**src/sv/psp_pkg.sv**
```systemverilog
// Shared types and constants for the point spherical projection block.
// Holds the payload structs, the CORDIC angle table and the pipeline sizes.
// Used by every module of the block; depends on nothing.
package psp_pkg;

  typedef struct packed {
    logic               last_in_cloud;
    logic signed [15:0] point_z;
    logic signed [15:0] point_y;
    logic signed [15:0] point_x;
  } in_t;

  typedef struct packed {
    logic               last_out;
    logic signed [15:0] proj_z;
    logic signed [15:0] proj_y;
    logic signed [15:0] proj_x;
    logic        [15:0] range;
    logic        [14:0] polar_angle;
    logic signed [15:0] azimuth;
  } out_t;

  // Per-point side information that rides along the pipeline.
  typedef struct packed {
    logic        last;
    logic        sx;
    logic        sy;
    logic        sz;
    logic        zx;
    logic        zy;
    logic        zz;
    logic [16:0] ux;
    logic [16:0] uy;
    logic [16:0] uz;
  } meta_t;

  localparam int CORDIC_N = 24;
  localparam int CORDIC_W = 48;
  localparam int ANG_W    = 32;
  localparam int SQRT_N   = 32;
  localparam int DIV_N    = 16;
  localparam int NUM_W    = 47;

  // Index of the last pipeline stage before the output buffer.
  localparam int LAST_STG = 51;

  // Angles use pi = 2^31.
  localparam logic [ANG_W-1:0] ANG_PI      = 32'h8000_0000;
  localparam logic [ANG_W-1:0] ANG_HALF_PI = 32'h4000_0000;

  // atan(2^-i), pi = 2^31.
  localparam logic [ANG_W-1:0] ATAN_TAB [0:CORDIC_N-1] = '{
    32'h2000_0000, 32'h12E4_051E, 32'h09FB_385B, 32'h0511_11D4,
    32'h028B_0D43, 32'h0145_D7E1, 32'h00A2_F61E, 32'h0051_7C55,
    32'h0028_BE53, 32'h0014_5F2F, 32'h000A_2F98, 32'h0005_17CC,
    32'h0002_8BE6, 32'h0001_45F3, 32'h0000_A2FA, 32'h0000_517D,
    32'h0000_28BE, 32'h0000_145F, 32'h0000_0A30, 32'h0000_0518,
    32'h0000_028C, 32'h0000_0146, 32'h0000_00A3, 32'h0000_0051
  };

  // CORDIC gain for CORDIC_N iterations, Q24.
  localparam logic [24:0] CORDIC_GAIN_Q24 = 25'd27628053;

  localparam logic [14:0] RADIUS_RESET = 15'd1408;

endpackage

```
**src/sv/psp_obuf.sv**
```systemverilog
// Two-entry output buffer that decouples the pipeline from the result stall.
// The pipeline advances while the buffer has a free entry. Depends on psp_pkg.
module psp_obuf import psp_pkg::*; (
  input  logic clk,
  input  logic rst_n,
  input  logic push,
  input  out_t push_data,
  input  logic out_stall,
  output logic out_valid,
  output out_t out_data,
  output logic full
);

  out_t       head_r, head_nxt;
  out_t       tail_r, tail_nxt;
  logic [1:0] cnt_r, cnt_nxt;
  logic       pop;

  assign pop       = (cnt_r != 2'd0) && !out_stall;
  assign out_valid = (cnt_r != 2'd0);
  assign out_data  = head_r;
  assign full      = (cnt_r == 2'd2);

  always_comb begin
    head_nxt = head_r;
    tail_nxt = tail_r;
    cnt_nxt  = cnt_r;
    if (pop && push) begin
      if (cnt_r == 2'd1) begin
        head_nxt = push_data;
      end else begin
        head_nxt = tail_r;
        tail_nxt = push_data;
      end
    end else if (pop) begin
      head_nxt = tail_r;
      cnt_nxt  = cnt_r - 2'd1;
    end else if (push) begin
      if (cnt_r == 2'd0) begin
        head_nxt = push_data;
      end else begin
        tail_nxt = push_data;
      end
      cnt_nxt = cnt_r + 2'd1;
    end
  end

  always_ff @(posedge clk) begin
    if (!rst_n) begin
      cnt_r <= 2'd0;
    end else begin
      cnt_r <= cnt_nxt;
    end
  end

  always_ff @(posedge clk) begin
    head_r <= head_nxt;
    tail_r <= tail_nxt;
  end

endmodule

```
**config.mk**
```make
export PLATFORM = sky130hd
export DESIGN_NAME = psp_obuf
export DESIGN_NICKNAME = d
export VERILOG_FILES = /design/src/sv/psp_pkg.sv /design/src/sv/psp_obuf.sv
export SDC_FILE = /design/constraint.sdc
export NUM_CORES = 1
export LEC_CHECK = 0
export ABC_AREA = 1
export ABC_CLOCK_PERIOD_IN_PS = 9500
export BUFFER_PORTS_ARGS = -buffer_cell sky130_fd_sc_hd__buf_2
export CELL_PAD_IN_SITES_DETAIL_PLACEMENT = 1
export CELL_PAD_IN_SITES_GLOBAL_PLACEMENT = 2
export CORE_MARGIN = 2
export CORE_UTILIZATION = 33
export CTS_BUF_LIST = sky130_fd_sc_hd__clkbuf_4 sky130_fd_sc_hd__clkbuf_8 sky130_fd_sc_hd__clkbuf_16
export CTS_CLUSTER_SIZE = 16
export DETAILED_ROUTE_END_ITERATION = 10
export HOLD_SLACK_MARGIN = 0.08
export PLACE_DENSITY_LB_ADDON = 0.1
export SKIP_CTS_REPAIR_TIMING = 1
export SLEW_MARGIN = 20
export SYNTH_ARGS = -nofsm -noshare
export SYNTH_HDL_FRONTEND = slang
export SYNTH_SLANG_ARGS = --single-unit
export TNS_END_PERCENT = 50
```
**constraint.sdc**
```tcl
create_clock -name clk -period 9.5 [get_ports clk]
set_input_delay 1.425 -clock clk [delete_from_list [all_inputs] [get_ports clk]]
set_output_delay 1.425 -clock clk [all_outputs]
set_load 0.005 [all_outputs]
```
==> flow_metrics.py <==
metrics = {
    "floorplanning": {
        "fp.coreArea_um2": 28800,
        "die_y_um": 175,
        "num_rows": 62,
        "die-area_um2": 30700,
        "ios": 198,
        "initial_utilization_pct": 33.6,
        "die_x_um": 175,
    },
    "power": {
        "p_per_area_nw_per_um2": 230,
        "p_int_mw": 1.77,
        "power.share.combinational_pct": 25.2,
        "switching_share_pct": 33.2,
        "power_frac_seq_pct": 48.2,
        "power_leakage_nw": 5.35,
        "p_sw_mw": 0.879,
        "pwr-share-clk_pct": 26.6,
        "peakVddDrop_v": 0.000128,
    },
    "worst_setup_path": {
        "crit_arrival_ns": 4.17,
        "cpMostUsedCell": "buf_4",
        "path_max_fanout": 51,
        "startpoint_type": "input port",
        "end_kind": "flip-flop",
        "cp_top_family": "buffers and inverters",
        "reg2reg_slack_ns": 5.67,
        "critical_path.cell_chain": "buf_2 > nor2_4 > buf_4 > ha_4 > o21a_4 > buf_4",
        "worstSetupPathType": "in -> reg",
        "critical_path.slowest_cell": "buf_4",
        "cpPeakStageDelay_ns": 0.73,
        "cp.required_ns": 9.56,
        "crit_buf_inv": 3,
    },
    "clock_tree": {
        "cts.sinks": 194,
        "clkLatencyLatePin_ns": 0.44,
        "cts_buffers": 17,
        "clockRootBuffer": "clkbuf_16",
        "cts.clk_slew.worst_paths_ns": 0.08,
        "cts_tree": "built",
        "cts_buffer_depth": 2,
        "htreeDepth": 4,
    },
    "grt": {
        "overflow": 0,
        "grt_pass1_vias": 7740,
        "grt_antenna_before_repair": 1,
        "grt_max_degree": 101,
        "grt_pass1_wl_um": 42400,
        "grt_use_total_pct": 17.7,
    },
    "synthesis": {
        "synth_nets": 1156,
        "synth_area_um2": 9660,
        "ys_seq_elements": 194,
        "synthDistinctLibCells": 20,
        "yosys_warnings": 0,
        "synth_seq_area_share_pct": 60.1,
        "syn_avg_cell_area_um2": 9.19,
        "synthCells": 1051,
    },
    "cells_and_area": {
        "fin_nets": 1319,
        "layout-drive-gt1-share_pct": 20.0,
        "mostFrequentLayoutCells": "387 x nand2_1, 199 x inv_1, 197 x buf_2",
        "syn_to_final_growth_pct": 18.9,
        "final_common_cell": "nand2_1",
        "final_cells": 1611,
        "final_cell_area_um2": 11500,
        "nFillCells": 3370,
    },
    "sta": {
        "rsz0062_at_grt": "no",
        "fin_crit_ns": 4.11,
        "fin_worst_skew_ns": 0.0142,
        "fin_crit_sh_pct": 43.3,
        "slew_headroom_pct": 29.8,
        "whs_ns": 0.582,
        "hold_viol": 0,
        "setup_slack_ns": 5.39,
        "setup_viol": 0,
        "max_freq_mhz": 243,
        "tns_ns": 0,
        "slew_viol_final": 0,
        "worst_pin_slew_ns": 1.05,
    },
    "detailed_routing": {
        "antenna_left": 0,
        "wl_per_cell_um": 16.4,
        "viasPerCell": 4.61,
        "drc": 0,
        "vias": 7422,
        "drt_iter0_markers": 395,
        "wl_um": 26400,
        "drt_pass1_iterations": 4,
    },
    "min_path": {
        "hp-class": "reg -> reg",
    },
    "place": {
        "hpwl_um": 16000,
        "port_buffers": 197,
        "dp.cells": 1579,
        "dp_slack_ns": 4.79,
        "gp_congestion": 0.709,
        "dpl_cell_area_um2": 10900,
    },
    "status": {
        "status": "complete, no violations",
    },
    "flow_run": {
        "drv_cap": 0,
    },
}
## per-layer routing
metal / global-route usage (%) / vias to the layer above / wire length (um)
met4: 3.61 / 0 / 183
met2: 29.9 / 129 / 12700
met1: 23.6 / 3550 / 12600
li1: - / 3732 / -
met5: 0 / - / 0
met3: 3.33 / 11 / 907
## power by group through the flow
stage          sequential [mW]  clock [mW]  combinational [mW]
5_1_grt                   1.30       0.761               0.765
3_3_place_gp              1.30           0               0.676
6_report                  1.28       0.704               0.666
2_1_floorplan             1.33           0               0.391
3_5_place_dp              1.30           0               0.685
4_1_cts                   1.28       0.727               0.688
## stage by stage
step / power (mW) / util (%)
6_report: 2.65 / 39.9
5_1_grt: 2.82 / 39.9
4_1_cts: 2.70 / 39.9
3_5_place_dp: 1.98 / 38.0
3_3_place_gp: 1.97 / 38.0
2_1_floorplan: 1.72 / -
## registers in the layout (all words and copies together), names as in the netlist
signal / count
out_data: 96
tail_r: 96
cnt_r: 2
## path summary, 6_finish.rpt
kind                                       startpoint                      to  cells past startpoint
worst min-delay path             tail_r[58]$_DFFE_PP_  out_data[58]$_DFFE_PP_                      2
worst max register to register  cnt_r[0]$_SDFFE_PN0P_    tail_r[68]$_DFFE_PP_                      7
worst max-delay path                        out_stall    tail_r[68]$_DFFE_PP_                      6
worst min register to register   tail_r[58]$_DFFE_PP_  out_data[58]$_DFFE_PP_                      2
## worst reg2reg max path: stages (launching register included)
cell and delay (ns):
dfxtp_1 0.38, inv_1 0.10, ha_1 0.30, nor2_4 0.13, buf_4 0.46, ha_4 0.62
o21a_4 0.70, buf_4 0.74
## cell usage after synthesis
library cell	instances	area, um^2
o21a_1	1	7.51
o211ai_1	96	721
edfxtp_1	192	5770
ha_1	5	62.6
o21ai_0	2	10.0
nor2_4	1	11.3
buf_4	5	37.5
a21boi_0	1	7.51
clkbuf_1	13	48.8
nand2_1	387	1450
nor2_1	1	3.75
buf_6	3	33.8
dfxtp_1	2	40.0
inv_2	2	7.51
inv_1	199	747
nand2_2	1	6.26
nand3_1	97	485
buf_2	40	200
a21oi_1	2	10.0
buf_1	1	3.75
## area by class of cell
| type | instances | area [um^2] | share of cell area [%] |
|---|---|---|---|
| clock buffer | 19 | 440 | 3.83 |
| timing repair buffer | 206 | 1050 | 9.17 |
| clock inverter | 12 | 120 | 1.05 |
| tap | 384 | 480 | 4.18 |
| antenna | 1 | 2.50 | 0.0218 |
| sequential | 194 | 5810 | 50.5 |
| inverter | 201 | 757 | 6.59 |
| multi-input combinational | 594 | 2830 | 24.6 |
## cells by family (layout without fill, tap and decap cells)
family	after synthesis	after routing	synth area share, %
AO/OA/AOI/OAI	102	102	7.82
other	0	1	0
flip-flops	194	194	60.1
AND/OR/NAND/NOR	487	487	20.3
adder cells (fa/ha/maj)	5	5	0.648
buffers and inverters	263	438	11.2
No activity file was read; power rests on OpenSTA's default activity.
