[src/sv/psp_pkg.sv]
// Shared types and constants for the point spherical projection block.
// Holds the payload structs, the CORDIC angle table and the pipeline sizes.
// Used by every module of the block; depends on nothing.
package psp_pkg;

  typedef struct packed {
    logic               last_in_cloud;
    logic signed [15:0] point_z;
    logic signed [15:0] point_y;
    logic signed [15:0] point_x;
  } in_t;

  typedef struct packed {
    logic               last_out;
    logic signed [15:0] proj_z;
    logic signed [15:0] proj_y;
    logic signed [15:0] proj_x;
    logic        [15:0] range;
    logic        [14:0] polar_angle;
    logic signed [15:0] azimuth;
  } out_t;

  // Per-point side information that rides along the pipeline.
  typedef struct packed {
    logic        last;
    logic        sx;
    logic        sy;
    logic        sz;
    logic        zx;
    logic        zy;
    logic        zz;
    logic [16:0] ux;
    logic [16:0] uy;
    logic [16:0] uz;
  } meta_t;

  localparam int CORDIC_N = 24;
  localparam int CORDIC_W = 48;
  localparam int ANG_W    = 32;
  localparam int SQRT_N   = 32;
  localparam int DIV_N    = 16;
  localparam int NUM_W    = 47;

  // Index of the last pipeline stage before the output buffer.
  localparam int LAST_STG = 51;

  // Angles use pi = 2^31.
  localparam logic [ANG_W-1:0] ANG_PI      = 32'h8000_0000;
  localparam logic [ANG_W-1:0] ANG_HALF_PI = 32'h4000_0000;

  // atan(2^-i), pi = 2^31.
  localparam logic [ANG_W-1:0] ATAN_TAB [0:CORDIC_N-1] = '{
    32'h2000_0000, 32'h12E4_051E, 32'h09FB_385B, 32'h0511_11D4,
    32'h028B_0D43, 32'h0145_D7E1, 32'h00A2_F61E, 32'h0051_7C55,
    32'h0028_BE53, 32'h0014_5F2F, 32'h000A_2F98, 32'h0005_17CC,
    32'h0002_8BE6, 32'h0001_45F3, 32'h0000_A2FA, 32'h0000_517D,
    32'h0000_28BE, 32'h0000_145F, 32'h0000_0A30, 32'h0000_0518,
    32'h0000_028C, 32'h0000_0146, 32'h0000_00A3, 32'h0000_0051
  };

  // CORDIC gain for CORDIC_N iterations, Q24.
  localparam logic [24:0] CORDIC_GAIN_Q24 = 25'd27628053;

  localparam logic [14:0] RADIUS_RESET = 15'd1408;

endpackage

[src/sv/psp_div.sv]
// Pipelined restoring divider, one quotient bit per register stage.
// The quotient is known to fit in DIV_N bits. Depends on psp_pkg.
module psp_div import psp_pkg::*; (
  input  logic             clk,
  input  logic             adv,
  input  logic [NUM_W-1:0] num_in,
  input  logic [31:0]      den_in,
  output logic [DIV_N-1:0] quo_out
);

  logic [NUM_W-1:0] rem_r   [0:DIV_N-1];
  logic [31:0]      den_r   [0:DIV_N-1];
  logic [DIV_N-1:0] quo_r   [0:DIV_N-1];
  logic [NUM_W-1:0] rem_nxt [0:DIV_N-1];
  logic [DIV_N-1:0] quo_nxt [0:DIV_N-1];

  always_comb begin
    logic [NUM_W-1:0] remc [0:DIV_N-1];
    logic [31:0]      denc [0:DIV_N-1];
    logic [DIV_N-1:0] quoc [0:DIV_N-1];
    logic [NUM_W:0]   sub;
    remc[0] = num_in;
    denc[0] = den_in;
    quoc[0] = '0;
    for (int i = 1; i < DIV_N; i++) begin
      remc[i] = rem_r[i-1];
      denc[i] = den_r[i-1];
      quoc[i] = quo_r[i-1];
    end
    for (int i = 0; i < DIV_N; i++) begin
      sub = (NUM_W+1)'(denc[i]) << (DIV_N - 1 - i);
      if ({1'b0, remc[i]} >= sub) begin
        rem_nxt[i] = NUM_W'({1'b0, remc[i]} - sub);
        quo_nxt[i] = quoc[i] | (DIV_N'(1) << (DIV_N - 1 - i));
      end else begin
        rem_nxt[i] = remc[i];
        quo_nxt[i] = quoc[i];
      end
    end
  end

  always_ff @(posedge clk) begin
    if (adv) begin
      for (int i = 0; i < DIV_N; i++) begin
        rem_r[i] <= rem_nxt[i];
        den_r[i] <= (i == 0) ? den_in : den_r[(i == 0) ? 0 : i-1];
        quo_r[i] <= quo_nxt[i];
      end
    end
  end

  assign quo_out = quo_r[DIV_N-1];

endmodule

[config.mk]
export PLATFORM = sky130hd
export DESIGN_NAME = psp_div
export DESIGN_NICKNAME = d
export VERILOG_FILES = /design/src/sv/psp_pkg.sv /design/src/sv/psp_div.sv
export SDC_FILE = /design/constraint.sdc
export NUM_CORES = 2
export LEC_CHECK = 0
export BUFFER_PORTS_ARGS = -buffer_cell sky130_fd_sc_hd__clkbuf_2
export CELL_PAD_IN_SITES_DETAIL_PLACEMENT = 0
export CELL_PAD_IN_SITES_GLOBAL_PLACEMENT = 1
export CORE_UTILIZATION = 47
export DETAILED_ROUTE_END_ITERATION = 10
export PLACE_DENSITY_LB_ADDON = 0.1
export SYNTH_ARGS = -nofsm -noshare
export SYNTH_HDL_FRONTEND = slang
export SYNTH_SLANG_ARGS = --single-unit
[constraint.sdc]
create_clock -name clk -period 4 [get_ports clk]
set_input_delay 1.2 -clock clk [delete_from_list [all_inputs] [get_ports clk]]
set_output_delay 1.2 -clock clk [all_outputs]
set_load 0.01 [all_outputs]
==> results.txt <==
The clock root buffer is sky130_fd_sc_hd__clkbuf_16. The highest clock rate is 0.256 GHz. Dividing total power by cell area gives a power density of slightly above 700 mW/mm².

The smallest hold slack came out at about 0.40 ns. In this run, the number of DRC markers left after iteration 0 of detailed routing was approximately 2200. The routed layout has 52900 vias. The worst setup path is launched from a flip-flop. The Yosys step of the flow raised 0 warnings. In this run, the clock network consumes 22.2% of the power.

The average footprint of a synthesized cell is roughly 11 µm². The final HPWL from detailed placement is 153000 µm. The synthesized flop and latch total came out at 1321. In this run the worst path has a maximum fanout of 4. In the layout the commonest cells are sky130_fd_sc_hd__edfxtp_1 (1321), sky130_fd_sc_hd__inv_1 (643), sky130_fd_sc_hd__a21oi_1 (584). The leakage power of the design came out at 36.1 nW. The path with the worst hold slack has its endpoint at quo_r[1][54]. The maximum number of pins on one net before global-route repair is 93. The normalized max-slew margin came out at between 40% and 50%. The worst register-to-register path begins at den_r[1][160]. The initial antenna violation count came to 1. The min-delay analysis places its worst path in the category reg2reg. Dividing the final minimum period by the clock period gives 97.6%.

The fraction of registers with async set/reset came out at 0%. The number of instances in the synthesized netlist is 6966. The slew at the pin closest to its max-slew limit came out at between 0.7 and 0.8 ns. In this run, the combinational gates consume between 40% and 50% of the power. The die boundary height came out at slightly above 400 µm.

During placement, the flow inserted port buffers numbering 96. The maximum root-to-sink buffer count is 3. The worst setup path is of the reg2reg kind. The area of all placed cells without fillers is 0.0876 mm². The startpoint identified for the worst hold timing path is quo_r[1][38].

The number of clock sinks seen by CTS is 1321. The H-tree was split into 4 levels. The cell area after placement came out at 0.0823 mm². The startpoint of the worst setup timing path is den_r[1][160].

The total count of max-transition violations in the final report is 0. Registers are responsible for roughly a third of the overall power. The data required time of the worst path is 4.53 ns.

The final wirelength is 189000 µm. The sequential share of the synthesized area came out at 52.7%. The number of max-capacitance violations reported came out at 0. The count of antenna-violating nets left after detailed routing is 0. Setup repair after global routing could not meet its margin everywhere. The fraction of final layout cells with drive strength greater than 1 came out at a little over an eighth. TritonCTS built the clock tree. The predominant post-synthesis flop cell is sky130_fd_sc_hd__edfxtp_1. The hold-fix buffer count after cts came out at 0. The global-route usage over all layers came out at 23.3%. The clock arrives with 0.0484 ns of skew.

The clock-pin slew on the worst setup and hold paths came out at 0.06 ns. The number of nets in the layout is between 8000 and 9000. The detailed-routing iteration count for the pre-antenna-repair pass is 5. The detailed-route wire length per cell is around 19 µm.

The arrival time of the worst setup path is 4.44 ns. The total of fill cells in the finished design is 13700. The switching power of the nets came out at 0.0229 W. The hold path depth is 0.

The number of global-route vias before repair is 55500. The final hold violation count is 0. The worst IR drop on VDD came out at about 500 µV. The register-to-register setup slack came out at 0.1 ns. For the worst flop-to-flop path, the logic depth is 13.

Power comes to between 0.06 and 0.07 W. The library cell used most frequently in the layout, excluding fill and tap cells, is sky130_fd_sc_hd__edfxtp_1. The internal power contribution is about 0.04 W. The aggregate global routing overflow came out at 0. The count of boundary I/O pins is 97. The area growth from synthesis to final layout came out at 16.3%. The area inside the core boundary is ~0.16 mm². The switching share of total power came out at a little over a third. The worst setup path is captured at a flip-flop. The initialized floorplan defines ~150 standard-cell rows. The net count after synthesis is about 7600.

The starting utilization of the core area came out at 47.4%. After detailed routing, the number of vias per cell comes to 5.43. The wire length of the first global-routing pass is ~290000 µm. In this run, CTS created clock tree buffers numbering 155. The synthesized design contains around 1300 enable-type register cells. The placer congestion estimate is around 1. The worst register-to-register path ends at rem_r[1][323].

After synthesis, the netlist uses a little over 90 different library cells. The area of the die is ~0.16 mm². The time the worst path needs with I/O delays and setup came out at 3.90 ns. The post-synthesis cell area is about 0.075 mm². The count of endpoints failing setup in the final report is 0. The residual DRC count came out at 0.

The insertion delay to the later sink of the worst-skew pair came out at about 0.8 ns. The final-layout setup total negative slack came out at 0 ns. The antenna cell count is 0. The chip width is around 400 µm. The flow ran to the end, and the final reports show no timing, DRC or antenna violations.
[final cells by class]
class	instances	area [µm²]	share of cell area [%]
Multi-Input combinational cell	4792	32700	37.3
Timing Repair Buffer	640	5110	5.83
Tap cell	2072	2590	2.96
Inverter	648	2430	2.78
Clock buffer	177	3980	4.55
Sequential cell	1321	39700	45.3
Clock inverter	97	1140	1.30
[cell usage after synthesis, types with 15 or more instances]
cell type / n / share of area, %
sky130_fd_sc_hd__nor4b_1: 22 / 0.26
sky130_fd_sc_hd__edfxtp_1: 1321 / 53
sky130_fd_sc_hd__or3_1: 34 / 0.28
sky130_fd_sc_hd__nor3_1: 104 / 0.69
sky130_fd_sc_hd__mux2_2: 57 / 0.85
sky130_fd_sc_hd__nor2_1: 416 / 2.1
sky130_fd_sc_hd__nand3_1: 126 / 0.84
sky130_fd_sc_hd__a31oi_1: 50 / 0.42
sky130_fd_sc_hd__a21oi_1: 588 / 3.9
sky130_fd_sc_hd__and2_1: 19 / 0.16
sky130_fd_sc_hd__and3_1: 59 / 0.49
sky130_fd_sc_hd__xor2_1: 230 / 2.7
sky130_fd_sc_hd__o21a_1: 69 / 0.69
sky130_fd_sc_hd__inv_1: 643 / 3.2
sky130_fd_sc_hd__ha_1: 512 / 8.5
sky130_fd_sc_hd__o21ai_0: 480 / 3.2
sky130_fd_sc_hd__nor3b_1: 17 / 0.17
sky130_fd_sc_hd__or2_2: 21 / 0.17
sky130_fd_sc_hd__a211o_1: 17 / 0.20
sky130_fd_sc_hd__a211oi_1: 42 / 0.42
sky130_fd_sc_hd__xnor2_1: 268 / 3.1
sky130_fd_sc_hd__fa_1: 15 / 0.40
sky130_fd_sc_hd__nand4_1: 104 / 0.86
sky130_fd_sc_hd__nor2b_1: 68 / 0.57
sky130_fd_sc_hd__nor4_1: 62 / 0.52
sky130_fd_sc_hd__o21bai_1: 67 / 0.67
sky130_fd_sc_hd__o211ai_1: 25 / 0.25
sky130_fd_sc_hd__a21boi_0: 24 / 0.24
sky130_fd_sc_hd__clkbuf_1: 171 / 0.85
sky130_fd_sc_hd__a21o_1: 332 / 3.3
sky130_fd_sc_hd__nand2_1: 581 / 2.9
sky130_fd_sc_hd__nand2b_1: 77 / 0.64
sky130_fd_sc_hd__o31ai_1: 52 / 0.52
sky130_fd_sc_hd__buf_1: 16 / 0.080
sky130_fd_sc_hd__o31a_1: 18 / 0.21
[logic make-up after synthesis]
kind of cell | after synthesis | share of synthesized area, %
AO/OA/AOI/OAI | 1934 | 16.0
XOR/XNOR | 498 | 5.79
adder cells (fa/ha/maj) | 527 | 8.91
buffers and inverters | 853 | 4.34
flip-flops | 1321 | 52.7
multiplexers | 69 | 1.02
AND/OR/NAND/NOR | 1764 | 11.2
[power groups by stage]
stage	registers, W	logic (W)	clock network, W
after CTS	0.0219	0.0271	0.0144
after global routing	0.0222	0.0301	0.0149
after floorplan	0.0214	0.0187	0
final	0.0219	0.0272	0.0140
after detailed placement	0.0221	0.0269	0
after global placement	0.0221	0.0268	0
[worst max-delay path by stage]
stage	endpoint	slack, ns	cells past startpoint
after global placement	rem_r[0][40]	-0.49	16
after global routing	rem_r[1][277]	-0.003	14
final	rem_r[1][323]	0.1	13
after floorplan	rem_r[0][32]	-0.02	16
after CTS	rem_r[1][87]	0.003	16
after detailed placement	rem_r[0][38]	-0.49	16
[routing by layer]
metal,wire length (µm),GRT usage [%],vias to the layer above
met5,0,0,-
li1,-,-,26700
met4,14500,16.4,0
met3,4410,2.85,507
met1,62100,19.9,24800
met2,108000,48.4,893
[sequential cells by signal, indices dropped and copies added (netlist names)]
signal / cells
rem_r: 705
den_r: 480
quo_r: 136
[critical path, cell delays in order, from the launching register on]
cell and delay, ns:
sky130_fd_sc_hd__edfxtp_1 0.41, sky130_fd_sc_hd__ha_1 0.23, sky130_fd_sc_hd__fa_1 0.41, sky130_fd_sc_hd__nor2b_1 0.18
sky130_fd_sc_hd__o31a_1 0.20, sky130_fd_sc_hd__o31ai_1 0.09, sky130_fd_sc_hd__buf_4 0.15, sky130_fd_sc_hd__o221a_2 0.29
sky130_fd_sc_hd__o22ai_1 0.32, sky130_fd_sc_hd__a31o_2 0.30, sky130_fd_sc_hd__a31oi_2 0.18, sky130_fd_sc_hd__a2111o_1 0.48
sky130_fd_sc_hd__nor3b_1 0.28, sky130_fd_sc_hd__xor2_1 0.09
[through the flow]
stage,setup slack [ns],instances,utilization (%)
after floorplan,-0.0152,6966,-
after global placement,-0.495,9472,51.8
after detailed placement,-0.491,9472,51.8
after CTS,0.00282,9746,55.1
after global routing,-0.00331,9747,55.2
final,0.0973,9747,55.2
[what timing repair did]
action,CTS,global route
setup endpoints to repair,27,115
buffers inserted,0,1
resized for setup,4,41
pin swaps,0,8
Note: power is estimated with default switching activity, not from simulation.
