[src/sv/psp_pkg.sv]
// Shared types and constants for the point spherical projection block.
// Holds the payload structs, the CORDIC angle table and the pipeline sizes.
// Used by every module of the block; depends on nothing.
package psp_pkg;

  typedef struct packed {
    logic               last_in_cloud;
    logic signed [15:0] point_z;
    logic signed [15:0] point_y;
    logic signed [15:0] point_x;
  } in_t;

  typedef struct packed {
    logic               last_out;
    logic signed [15:0] proj_z;
    logic signed [15:0] proj_y;
    logic signed [15:0] proj_x;
    logic        [15:0] range;
    logic        [14:0] polar_angle;
    logic signed [15:0] azimuth;
  } out_t;

  // Per-point side information that rides along the pipeline.
  typedef struct packed {
    logic        last;
    logic        sx;
    logic        sy;
    logic        sz;
    logic        zx;
    logic        zy;
    logic        zz;
    logic [16:0] ux;
    logic [16:0] uy;
    logic [16:0] uz;
  } meta_t;

  localparam int CORDIC_N = 24;
  localparam int CORDIC_W = 48;
  localparam int ANG_W    = 32;
  localparam int SQRT_N   = 32;
  localparam int DIV_N    = 16;
  localparam int NUM_W    = 47;

  // Index of the last pipeline stage before the output buffer.
  localparam int LAST_STG = 51;

  // Angles use pi = 2^31.
  localparam logic [ANG_W-1:0] ANG_PI      = 32'h8000_0000;
  localparam logic [ANG_W-1:0] ANG_HALF_PI = 32'h4000_0000;

  // atan(2^-i), pi = 2^31.
  localparam logic [ANG_W-1:0] ATAN_TAB [0:CORDIC_N-1] = '{
    32'h2000_0000, 32'h12E4_051E, 32'h09FB_385B, 32'h0511_11D4,
    32'h028B_0D43, 32'h0145_D7E1, 32'h00A2_F61E, 32'h0051_7C55,
    32'h0028_BE53, 32'h0014_5F2F, 32'h000A_2F98, 32'h0005_17CC,
    32'h0002_8BE6, 32'h0001_45F3, 32'h0000_A2FA, 32'h0000_517D,
    32'h0000_28BE, 32'h0000_145F, 32'h0000_0A30, 32'h0000_0518,
    32'h0000_028C, 32'h0000_0146, 32'h0000_00A3, 32'h0000_0051
  };

  // CORDIC gain for CORDIC_N iterations, Q24.
  localparam logic [24:0] CORDIC_GAIN_Q24 = 25'd27628053;

  localparam logic [14:0] RADIUS_RESET = 15'd1408;

endpackage

[src/sv/psp_sqrt.sv]
// Pipelined restoring square root, one result bit per register stage.
// Computes floor(sqrt(s * 2^32)), the range in Q16. Depends on psp_pkg.
module psp_sqrt import psp_pkg::*; (
  input  logic        clk,
  input  logic        adv,
  input  logic [31:0] s_in,
  output logic [31:0] root_out
);

  logic [31:0] rad_r   [0:SQRT_N-1];
  logic [33:0] rem_r   [0:SQRT_N-1];
  logic [31:0] root_r  [0:SQRT_N-1];
  logic [31:0] rad_nxt [0:SQRT_N-1];
  logic [33:0] rem_nxt [0:SQRT_N-1];
  logic [31:0] root_nxt[0:SQRT_N-1];

  always_comb begin
    logic [31:0] radc  [0:SQRT_N-1];
    logic [33:0] remc  [0:SQRT_N-1];
    logic [31:0] rootc [0:SQRT_N-1];
    logic [35:0] remn;
    logic [35:0] trial;
    radc[0]  = s_in;
    remc[0]  = '0;
    rootc[0] = '0;
    for (int i = 1; i < SQRT_N; i++) begin
      radc[i]  = rad_r[i-1];
      remc[i]  = rem_r[i-1];
      rootc[i] = root_r[i-1];
    end
    for (int i = 0; i < SQRT_N; i++) begin
      remn  = {remc[i], radc[i][31:30]};
      trial = {2'b00, rootc[i], 2'b01};
      rad_nxt[i] = {radc[i][29:0], 2'b00};
      if (remn >= trial) begin
        rem_nxt[i]  = 34'(remn - trial);
        root_nxt[i] = {rootc[i][30:0], 1'b1};
      end else begin
        rem_nxt[i]  = remn[33:0];
        root_nxt[i] = {rootc[i][30:0], 1'b0};
      end
    end
  end

  always_ff @(posedge clk) begin
    if (adv) begin
      for (int i = 0; i < SQRT_N; i++) begin
        rad_r[i]  <= rad_nxt[i];
        rem_r[i]  <= rem_nxt[i];
        root_r[i] <= root_nxt[i];
      end
    end
  end

  assign root_out = root_r[SQRT_N-1];

endmodule

[config.mk]
export PLATFORM = sky130hd
export DESIGN_NAME = psp_sqrt
export DESIGN_NICKNAME = d
export VERILOG_FILES = /design/src/sv/psp_pkg.sv /design/src/sv/psp_sqrt.sv
export SDC_FILE = /design/constraint.sdc
export NUM_CORES = 2
export LEC_CHECK = 0
export BUFFER_PORTS_ARGS = -buffer_cell sky130_fd_sc_hd__buf_2
export CORE_ASPECT_RATIO = 1.25
export CORE_MARGIN = 2
export CORE_UTILIZATION = 69
export CTS_CLUSTER_DIAMETER = 200
export CTS_CLUSTER_SIZE = 14
export DETAILED_ROUTE_END_ITERATION = 10
export PLACE_DENSITY = 0.94
export SLEW_MARGIN = 20
export SYNTH_ARGS = -nofsm -noshare
export SYNTH_HDL_FRONTEND = slang
export SYNTH_SLANG_ARGS = --single-unit
[constraint.sdc]
create_clock -name clk -period 7.6 [get_ports clk]
set_clock_uncertainty 0.2 [all_clocks]
set_input_delay 1.52 -clock clk [delete_from_list [all_inputs] [get_ports clk]]
set_output_delay 1.52 -clock clk [all_outputs]
set_load 0.02 [all_outputs]
==> tab_implementation.tex <==
\begin{tabular}{lr}
\hline
Metric & Value \\
\hline
\multicolumn{2}{l}{\textbf{Outcome}} \\
\quad Run status & finished clean \\
\multicolumn{2}{l}{\textbf{CTS}} \\
\quad TritonCTS clock tree & yes \\
\quad Clk Latency, worst-skew pair & between 800 and 900 ps \\
\quad Number of gates resized after cts & 0 \\
\quad Number of buffers inserted by hold repair at cts & 0 \\
\quad Clk pin slew, worst setup/hold paths & 60 ps \\
\quad Number of buffers inserted during clock tree synthesis & 143 \\
\quad Clock root buffer & sky130\_fd\_sc\_hd\_\_clkbuf\_16 \\
\quad Depth of the CTS H-tree & 4 \\
\quad Post-CTS Setup Inserts & 0 \\
\quad Clock tree sinks & 1,756 \\
\quad Buffer levels on the longest clock path & 3 \\
\multicolumn{2}{l}{\textbf{Pwr}} \\
\quad Clock group share of total power & 24.3\% \\
\quad Maximum vdd drop & 0.000288 V \\
\quad Internal Power & about 19,000 uW \\
\quad Switching part of the total & a little over 30\% \\
\quad Static leakage & 0.0384 uW \\
\quad Combinational cell fraction of total power & a little over a quarter \\
\quad Net switching power & 8440 uW \\
\quad Total power density per cell area & roughly 280 mW/mm2 \\
\quad Sequential power share & 49.5\% \\
\multicolumn{2}{l}{\textbf{Synth}} \\
\quad Proportion of register bits with asynchronous set or reset after synthesis & 0\% \\
\quad Post-synthesis instance total & 7,850 \\
\quad Post-synth top flop & sky130\_fd\_sc\_hd\_\_edfxtp\_1 \\
\quad Number of enable flip-flop cells after synthesis & 1,756 \\
\quad Number of synthesis warnings & 0 \\
\quad Area of the mapped netlist & 0.0920 mm2 \\
\quad Average cell area after synthesis & between 10 and 15 um2 \\
\quad Sequential area share after synthesis & a little under three fifths \\
\quad Nets in the synthesized netlist & approximately 8.4k \\
\quad Flops \& latches, synth & roughly 1.8k \\
\quad Number of distinct library cells after synthesis & 86 \\
\multicolumn{2}{l}{\textbf{Flow run}} \\
\quad Number of max-cap violations & 0 \\
\multicolumn{2}{l}{\textbf{Worst setup path}} \\
\quad Maximum fanout along the worst path & between 40 and 50 \\
\quad Critical path arrival & around 5400 ps \\
\quad Launch instance of the worst register-to-register path & rem\_r[1][102]\$\_SDFFCE\_PP0P\_ \\
\quad Data required time of the critical path & slightly below 8000 ps \\
\quad Worst setup SP type & flip-flop \\
\quad Critical Path End Type & flip-flop \\
\quad Launch point of the critical path & rem\_r[1][102]\$\_SDFFCE\_PP0P\_ \\
\quad CP Class & reg2reg \\
\multicolumn{2}{l}{\textbf{Floorplanning}} \\
\quad Overall die width & 331 um \\
\quad Initial Util & a little over two thirds \\
\quad Placement Rows & 149 \\
\quad Height of the die & 412 um \\
\quad Total Die Area & between 0.1 and 0.15 mm2 \\
\quad I/O pin total & 66 \\
\quad Standard cell core area & 0.132 mm2 \\
\multicolumn{2}{l}{\textbf{Timing}} \\
\quad Time the worst path needs with I/O delays and setup & between 5000 and 6000 ps \\
\quad Achievable Freq & 197 MHz \\
\quad Part of the cycle the worst path needs & 67.0\% \\
\quad Final Hold Slack & between 200 and 250 ps \\
\quad Number of setup violations in the final report & 0 \\
\quad Number of failing hold endpoints at the final stage & 0 \\
\quad Setup repair after global routing missed its margin & false \\
\quad Least-Margin Pin Slew & $\sim$1100 ps \\
\quad Setup total negative slack & 0 ps \\
\quad Slack of the critical path & 2510 ps \\
\quad Worst slew slack as a fraction of its limit & 24.8\% \\
\quad Number of max-slew violations in the final report & 0 \\
\multicolumn{2}{l}{\textbf{GRT}} \\
\quad Global-route wire length before repair & 324 mm \\
\quad GRT Overall Usage & between 20\% and 30\% \\
\quad Pin count of the biggest net entering global routing & 209 \\
\quad Via count of the first global-routing pass & 63.9k \\
\quad Total global routing overflow & 0 \\
\quad Initial antenna violation count & 7 \\
\multicolumn{2}{l}{\textbf{Min path}} \\
\quad Hold/Removal Path Class & reg2reg \\
\quad Hold Path Origin & rad\_r[0][146]\$\_DFFE\_PP\_ \\
\multicolumn{2}{l}{\textbf{Place}} \\
\quad Count of placed standard cells including taps & 9,562 \\
\quad Setup Slack @ Placement & 2770 ps \\
\quad Port bufs & 65 \\
\quad Routability-driven placement congestion ratio & 1.01 \\
\quad HPWL reported at the end of detailed placement & around 140 mm \\
\multicolumn{2}{l}{\textbf{Finish}} \\
\quad Leading cell type in the layout, fill and taps excluded & sky130\_fd\_sc\_hd\_\_edfxtp\_1 \\
\quad Sequential cell area in the final layout & 0.0527 mm2 \\
\quad Total area of multi-input combinational cells & 0.0363 mm2 \\
\quad Share of cells above drive strength 1 & 5.80\% \\
\quad Area Growth Syn to Fin & 6.96\% \\
\quad End-of-flow core utilization & 74.5\% \\
\quad Most frequent cells in the layout & sky130\_fd\_sc\_hd\_\_edfxtp\_1 (1,756), sky130\_fd\_sc\_hd\_\_inv\_1 (681), sky130\_fd\_sc\_hd\_\_nand2\_1 (592) \\
\quad NumNets Final & between 8k and 9k \\
\quad Finished Layout Cells & 9,726 \\
\quad Fillers & 7,409 \\
\multicolumn{2}{l}{\textbf{Drt}} \\
\quad Post-route DRC & 0 \\
\quad Via total after detailed routing & 63.5k \\
\quad Via/cell ratio & 6.52 \\
\quad Count of TritonRoute iterations in the first routing pass & 7 \\
\quad 1st-iter DRT viols & 7,370 \\
\quad Detailed-route wire length per cell & approximately 21 um \\
\quad Total routed wirelength & 204 mm \\
\quad Routed Antenna Nets & 0 \\
\hline
\end{tabular}
[stage by stage]
stage / power (uW) / area [um2]
floorplan: 18500 / 92000
global placement: 20100 / 94600
detailed placement: 20600 / 94600
CTS: 27300 / 98400
global route: 28500 / 98400
finish: 27400 / 98400
[cells by family (layout without fill, tap and decap cells)]
logic type | after synthesis | in the layout | synth area share [%]
AO/OA/AOI/OAI | 1699 | 1699 | 11.5
XOR/XNOR | 805 | 805 | 7.66
adder cells (fa/ha/maj) | 546 | 546 | 7.55
buffers and inverters | 822 | 956 | 3.37
flip-flops | 1756 | 1756 | 57.3
multiplexers | 119 | 119 | 1.44
other | 1 | 7 | 0.00408
AND/OR/NAND/NOR | 2102 | 2102 | 11.1
[area by class of cell]
type | count | share of cell area (%)
flip-flops and latches | 1756 | 53.6
multi-input cells | 5272 | 36.9
clock buffers | 145 | 3.69
inverters | 685 | 2.61
well taps | 1736 | 2.21
repair buffers | 113 | 0.839
clock inverters | 13 | 0.169
diodes | 6 | 0.0153
[per-layer routing]
| metal | GRT usage (%) | wire length, um |
|---|---|---|
| met2 | 55.1 | 108000 |
| met4 | 16.0 | 11600 |
| met1 | 32.4 | 71300 |
| met3 | 4.46 | 13300 |
| met5 | 0 | 0 |
[path summary, 6_finish.rpt]
path                                           endpoint  slack [ps]  cells after the start
worst max-delay path            rem_r[1][160]$_DFFE_PP_        2510                     12
worst min-delay path            rad_r[0][178]$_DFFE_PP_         210                      0
worst max register to register  rem_r[1][160]$_DFFE_PP_        2510                     12
worst min register to register  rad_r[0][178]$_DFFE_PP_         210                      0
[cell usage after synthesis (55+ instances only)]
cell type,instances,share of area [%]
sky130_fd_sc_hd__a211oi_1,62,0.51
sky130_fd_sc_hd__inv_1,681,2.8
sky130_fd_sc_hd__nor3_1,188,1.0
sky130_fd_sc_hd__edfxtp_1,1756,57
sky130_fd_sc_hd__a21o_1,211,1.7
sky130_fd_sc_hd__nand2_1,593,2.4
sky130_fd_sc_hd__or3_1,70,0.48
sky130_fd_sc_hd__ha_1,531,7.2
sky130_fd_sc_hd__nand3_1,121,0.66
sky130_fd_sc_hd__a21oi_1,554,3.0
sky130_fd_sc_hd__xnor2_1,404,3.8
sky130_fd_sc_hd__o21ai_0,379,2.1
sky130_fd_sc_hd__clkbuf_1,122,0.50
sky130_fd_sc_hd__nand2b_1,102,0.69
sky130_fd_sc_hd__or4_1,67,0.55
sky130_fd_sc_hd__o21bai_1,56,0.46
sky130_fd_sc_hd__nor2b_1,68,0.46
sky130_fd_sc_hd__nand4_1,55,0.37
sky130_fd_sc_hd__o21a_1,86,0.70
sky130_fd_sc_hd__nor4_1,105,0.71
sky130_fd_sc_hd__mux2_2,109,1.3
sky130_fd_sc_hd__nor2_1,525,2.1
sky130_fd_sc_hd__xor2_1,401,3.8
[flip-flops by register name, summed over array words and instances, names as in the netlist]
register  cells
rem_r       988
rad_r       240
root_r      528
[worst max-delay path, cell delays in order (launching register included)]
cell and delay, ps:
sky130_fd_sc_hd__edfxtp_1 460, sky130_fd_sc_hd__ha_1 270, sky130_fd_sc_hd__fa_1 430, sky130_fd_sc_hd__a211o_1 310
sky130_fd_sc_hd__a2111oi_0 800, sky130_fd_sc_hd__o21ai_0 300, sky130_fd_sc_hd__o21ai_0 570, sky130_fd_sc_hd__o21ai_1 280
sky130_fd_sc_hd__a41oi_2 250, sky130_fd_sc_hd__buf_4 390, sky130_fd_sc_hd__a311o_1 320, sky130_fd_sc_hd__nor3_1 90
sky130_fd_sc_hd__xor2_1 150
[power by group through the flow]
stage               clock network, uW  registers [uW]  logic [uW]
floorplan                           0           13300        5260
global placement                    0           13600        6500
detailed placement                  0           13700        6870
CTS                              6740           13500        7000
global route                     7050           13700        7830
finish                           6670           13600        7160
Note: power is estimated with default switching activity, not from simulation.
